==> config.mk <==
export PLATFORM = sky130hd
export DESIGN_NAME = rmeu_alu
export DESIGN_NICKNAME = d
export VERILOG_FILES = /design/src/hw/rtl/rmeu_pkg.sv /design/src/hw/rtl/rmeu_alu.sv
export SDC_FILE = /design/constraint.sdc
export NUM_CORES = 1
export LEC_CHECK = 0
export BUFFER_PORTS_ARGS = -buffer_cell sky130_fd_sc_hd__buf_2
export CORE_UTILIZATION = 56
export CTS_BUF_LIST = sky130_fd_sc_hd__clkbuf_8
export DETAILED_ROUTE_END_ITERATION = 10
export PLACE_DENSITY = 0.79
export SYNTH_ARGS = -nofsm -noshare
export SYNTH_HDL_FRONTEND = slang
export SYNTH_SLANG_ARGS = --single-unit
==> constraint.sdc <==
create_clock -name clk -period 8 [get_ports clk]
set_input_delay 1.6 -clock clk [delete_from_list [all_inputs] [get_ports clk]]
set_output_delay 1.6 -clock clk [all_outputs]
set_load 0.02 [all_outputs]
==> src/hw/rtl/rmeu_pkg.sv <==
package rmeu_pkg;

  // Instruction opcodes as the decoder numbers them.
  typedef enum logic [4:0] {
    OP_EXIT  = 5'd1,
    OP_MOVE  = 5'd2,
    OP_ADD   = 5'd3,
    OP_SUB   = 5'd4,
    OP_MULT  = 5'd5,
    OP_DIV   = 5'd6,
    OP_SHL   = 5'd7,
    OP_SHR   = 5'd8,
    OP_AND   = 5'd9,
    OP_OR    = 5'd10,
    OP_XOR   = 5'd11,
    OP_NOT   = 5'd12,
    OP_PRINT = 5'd13,
    OP_JMPZ  = 5'd14,
    OP_RELZ  = 5'd15,
    OP_JMPNZ = 5'd16,
    OP_RELNZ = 5'd17,
    OP_SWAP  = 5'd18,
    OP_PUSH  = 5'd19,
    OP_POP   = 5'd20,
    OP_CALL  = 5'd21,
    OP_RET   = 5'd22
  } opcode_t;

  typedef enum logic [1:0] {
    KIND_EXEC  = 2'd0,
    KIND_PRINT = 2'd1,
    KIND_EMPTY = 2'd2,
    KIND_FAULT = 2'd3
  } kind_t;

  typedef enum logic {
    ALU_MUL = 1'b0,
    ALU_DIV = 1'b1
  } alu_op_t;

  typedef struct packed {
    logic    start;
    alu_op_t op;
  } alu_ctl_t;

  typedef struct packed {
    logic busy;
    logic done;
  } alu_sts_t;

endpackage

==> src/hw/rtl/rmeu_alu.sv <==
// Bit-serial multiply (shift and add) and restoring divide, one bit per cycle.
module rmeu_alu #(
  parameter int AW = 64
) (
  input  logic               clk,
  input  logic               rst,
  input  rmeu_pkg::alu_ctl_t ctl,
  input  logic [AW-1:0]      a,
  input  logic [AW-1:0]      b,
  output rmeu_pkg::alu_sts_t sts,
  output logic [AW-1:0]      y
);
  import rmeu_pkg::*;

  localparam int CW = $clog2(AW + 1);

  logic [CW-1:0] n;
  alu_op_t       op_q;
  logic [AW-1:0] x;
  logic [AW-1:0] d;
  logic [AW-1:0] acc;
  logic [AW:0]   rem;
  logic [AW:0]   trial;

  // Next partial remainder with the following dividend bit shifted in.
  assign trial = {rem[AW-1:0], x[AW-1]};

  always_ff @(posedge clk) begin
    if (rst) begin
      sts <= '0;
      n   <= '0;
    end else begin
      sts.done <= 1'b0;
      if (ctl.start) begin
        op_q     <= ctl.op;
        x        <= a;
        d        <= b;
        acc      <= '0;
        rem      <= '0;
        n        <= CW'(AW);
        sts.busy <= 1'b1;
      end else if (sts.busy) begin
        if (op_q == ALU_MUL) begin
          if (x[0]) begin
            acc <= acc + d;
          end
          d <= d << 1;
          x <= x >> 1;
        end else begin
          // The quotient bits fill x from the bottom as the dividend leaves it.
          if (trial >= {1'b0, d}) begin
            rem <= trial - {1'b0, d};
            x   <= {x[AW-2:0], 1'b1};
          end else begin
            rem <= trial;
            x   <= {x[AW-2:0], 1'b0};
          end
        end
        n <= n - CW'(1);
        if (n == CW'(1)) begin
          sts.busy <= 1'b0;
          sts.done <= 1'b1;
        end
      end
    end
  end

  assign y = (op_q == ALU_MUL) ? acc : x;

endmodule

Word-level counts from Yosys, hierarchy flattened
Cells that the tools add are included.

operators by class
  $lt $le $gt $ge = 1
  bitwise operators = 2
  multiplexer cells = 19
  add/sub/neg operators = 3
  equal/unequal tests = 2
  reductions and logical operators = 10

operators with widths
  operator                                                            count
  64-bit 2-to-1 mux                                                   13
  65-bit by 64-bit greater-or-equal comparator with 1-bit output      1
  64-bit adder                                                        1
  64-bit subtractor                                                   1
  7-bit 2-to-1 mux                                                    2
  7-bit by 1-bit == test with 1-bit output, second input constant     1
  7-bit by 1-bit subtractor with 7-bit output, second input constant  1
  3-bit AND reduction                                                 2
  2-bit nonzero test                                                  3
  2-bit 2-to-1 mux                                                    2
  2-bit AND reduction                                                 2
  4-bit AND reduction                                                 1
  3-bit OR reduction                                                  1
  1-bit 2-to-1 mux                                                    2
  2-bit != test, second input constant                                1
  1-bit inverter                                                      2
  2-bit OR reduction                                                  1

storage, ports and cells
  word-level logic and storage cells = 46
  register bits after elaboration = 266
  output and inout bits = 66
  input bits = 132

Depth between registers and ports, before layout
  word-level depth = 5
  depth in mapped cells = 16

Least setup slack after synthesis
OpenSTA, ideal clock, no wires.

  path type = in2reg
  start = input port ctl[1] (netlist bit)
  end = register acc[0] (enable)
  arrival = 7.166 ns
  path buffers = 2
  slack = 0.408 ns
  library setup time = 0.427 ns
  stages on the path = 5
  path through = clkbuf_1 > clkbuf_1 > o21bai_1 > a21oi_1 > o21a_1

on the way
  word-level cells in the longest chain between the ends = 2

ends and longest elaborated chain
  what                                                           RTL line        text
  start: declaration                                             rmeu_alu.sv:7   input rmeu_pkg::alu_ctl_t ctl,
  2-bit != test (no line) or 2-bit nonzero test (tied branches)  n/a
  4-bit AND reduction (no line) (*)                              n/a
  end signal: assignment                                         rmeu_alu.sv:45  acc <= acc + d;
  end: declaration                                               rmeu_alu.sv:21  logic [AW-1:0] acc;

Every way passes the cells marked *; elsewhere a longest branch is shown, timed or not.
A chain may end at the register's enable or synchronous reset.

Worst setup path in the final report
  start = register op_q
  end = output port y[35]

on the way
  word-level cells in the longest chain between the ends = 1

ends and longest elaborated chain
  what                      RTL line        text
  start: declaration        rmeu_alu.sv:18  alu_op_t op_q;
  start signal: assignment  rmeu_alu.sv:35  op_q <= ctl.op;
  64-bit 2-to-1 mux         rmeu_alu.sv:68  assign y = (op_q == ALU_MUL) ? acc : x;
  end: declaration          rmeu_alu.sv:11  output logic [AW-1:0] y

Every way passes these cells.

==> results.tsv <==
metric	value	unit
hpwl dp	40600	um
P_sw	0.00144	W
relative max-transition margin	33.4	%
antenna viol nets, final	0	
Sw Ratio	33.6	%
minimum clock period	4720	ps
synthesized area per cell	9.12	um2
Syn. warnings	0	
share of cells above drive strength 1	16.9	%
Syn-to-layout area delta	10.2	%
final worst path period share	59.1	%
maximum VDD drop	0.109	mV
register area share after synthesis	39.2	%
HP Class	flop to flop	
worst hold endpoint	n[1]$_SDFFE_PP0P_	
via count	17265	
Gate Count Post-Synth	2208	
Reg-to-Reg Start	d[28]$_DFFE_PP_	
crit path DAT	3120	ps
H-tree levels	2	
CTS Sinks	266	
Post-CTS Setup Bufs	0	
DRC	0	
crit path buf inv count	2	
Worst-Skew Late Latency	590	ps
largest net degree at the start of global routing	146	
FF+latch area	7900	um2
Clock Path Buffers	3	
r2r endpoint	rem[61]$_SDFFCE_PP0P_	
Hold Startpoint	n[1]$_SDFFE_PP0P_	
Slew @ Worst Pin	999	ps
Pleak	9.33	nW
sequence of cells on the critical path	buf_4, mux2_2, buf_2	
r2r worst-path depth	12	
synth cell count leaders	nand2_1, edfxtp_1, o21ai_0, a21oi_1, nor2_1	
Synth top area share	38.3	%
Mapped Nets	2471	
setup_tns	0	ps
cts hold-fix bufs	0	
Multi-input gate area	11300	um2
Final Hold Vio Count	0	
initial antenna violation count	0	
post-CTS sizing	0	
Non-Filler Instances	2843	
Antenna Cells	0	
clock root cell	clkbuf_8	
Async SR Flop Fraction	0	%
total die area	36700	um2
fill count	3025	
CP max stage delay	1000	ps
Crit Path Max Fanout	72	
DR iter-0 viols	1468	
WL final	54100	um
port bufs	197	
number of flops mapped to enable cells by yosys	257	
Final GP Congestion	0.975	
vias in the first global route	16091	
crit path kind	flop to output pin	
CTS buffer count	46	
Final Max Tran Viols	0	
first-pass GRT wire length	84100	um
drt pass-1 iters	6	
internal power	0.00285	W
wire per inst	19.0	um
Die W	192	um
TritonCTS clock tree	done	
CP max-delay cell	edfxtp_1	
pwr/cell area	193	nW/um2
Crit path max-delay family	buffers and inverters	
Synth area leaders	edfxtp_1, ha_1, nand2_1, o21ai_0, a21oi_1	
height of the die	192	um
Synth cell types	95	
hold depth	2	
fmax	0.212	GHz
kind of end point of the critical path	output pin	
Post-synth top flop	edfxtp_1	
Max-cap violations	0	
vias per cell	6.07	
status	completed	
Tot GR Track Use	29.1	%
dominant cell by count in the synthesized netlist	nand2_1	
Initial Util	56.8	%
Critical Path RT	6400	ps
sequential share of power	41.1	%
cell taking the most area after synthesis	edfxtp_1	
clock power share	28.6	%
Reg clk slew, reported paths	60	ps
Worst Setup Start Kind	flop	
final net count	2608	
R2R setup slack	3860	ps
# setup viols final	0	
Clock Skews	26.6	ps
RSZ-0062 raised after global routing	no	
Core ar.	35500	um2
synthesized flop and latch total	266	
global route overflow	0	
row cnt	69	
combinational share of power	30.3	%
mapped cell area	20100	um2
io pins	198	
placed cell count	2758	
[cell families after synthesis]
| kind of cell | after synthesis | synth area share (%) |
|---|---|---|
| buffers and inverters | 231 | 4.73 |
| AOI/OAI and AO/OA | 652 | 20.8 |
| xor gates and xnor gates | 110 | 4.78 |
| and+or+nand+nor | 690 | 15.5 |
| DFF | 266 | 39.2 |
| adders and majority gates | 131 | 8.21 |
| muxes | 128 | 6.77 |
[how the worst max path moves through the flow]
stage                        start                    end  slack, ps  cells past startpoint
global route        op_q$_DFFE_PP_                   y[5]       3110                      3
CTS                 op_q$_DFFE_PP_                  y[35]       3270                      3
global placement            ctl[1]  acc[49]$_SDFFCE_PP0P_       3340                      5
floorplan                   ctl[1]   acc[0]$_SDFFCE_PP0P_        410                      5
finish              op_q$_DFFE_PP_                  y[35]       3280                      3
detailed placement          ctl[1]  acc[55]$_SDFFCE_PP0P_       3280                      5
[layer usage]
metal / track usage (%) / vias to the layer above / routed length (um)
met5: 0 / - / 0
li1: - / 8318 / -
met1: 42.2 / 8143 / 24500
met4: 9.80 / 0 / 1610
met3: 4.09 / 99 / 4100
met2: 44.6 / 705 / 23900
[cells in the final DEF, fill, tap and decap left out, drive strengths merged, types with 33 or more instances in the layout]
cell type	synthesis	final
edfxtp	257	257
nor2	167	167
clkbuf	77	52
nand3	35	35
nand2	320	320
xnor2	71	71
buf	42	208
inv	112	133
ha	129	129
a21o	73	73
nor3	33	33
a21oi	180	180
mux2	65	65
xor2	39	39
o21ai	213	213
mux2i	63	63
[power groups by stage]
| stage | clock [W] | combinational, W | sequential, W |
|---|---|---|---|
| floorplan | 0 | 0.00100 | 0.00175 |
| global placement | 0 | 0.00125 | 0.00179 |
| detailed placement | 0 | 0.00128 | 0.00179 |
| CTS | 0.00125 | 0.00129 | 0.00176 |
| global route | 0.00130 | 0.00144 | 0.00177 |
| finish | 0.00123 | 0.00130 | 0.00176 |
[worst reg2reg max path, cell delays in order (launching register included)]
cell and delay (ps):
edfxtp_1 410, inv_1 110, ha_1 420, a21o_1 230, o21bai_1 200, a221oi_2 310
o221ai_1 240, o21ai_2 240, a21oi_2 90, nor2_2 750, buf_4 450, nor4_1 100
a311o_1 350
[final cells by class]
type | instances | area share (%)
clock buffer | 52 | 3.23
multi-input combinational | 1711 | 51.0
tap | 461 | 2.60
clock inverter | 33 | 0.840
timing repair buffer | 208 | 4.86
inverter | 112 | 1.89
sequential | 266 | 35.6
[sequential cells by signal (all words and copies together) (netlist names)]
register / flops
d: 64
acc: 64
x: 64
sts: 2
rem: 64
n: 7
op_q: 1
[through the flow]
step                hold WS [ps]  instance area, um2  power, W  util, %  worst slack (ps)
floorplan                    469               20100   0.00275        -               408
global placement             479               21300   0.00304     60.0              3340
detailed placement           501               21300   0.00307     60.0              3280
CTS                          506               22200   0.00430     62.5              3270
global route                 540               22200   0.00451     62.5              3110
finish                       515               22200   0.00429     62.5              3280
(Power assumes the default switching activity.)
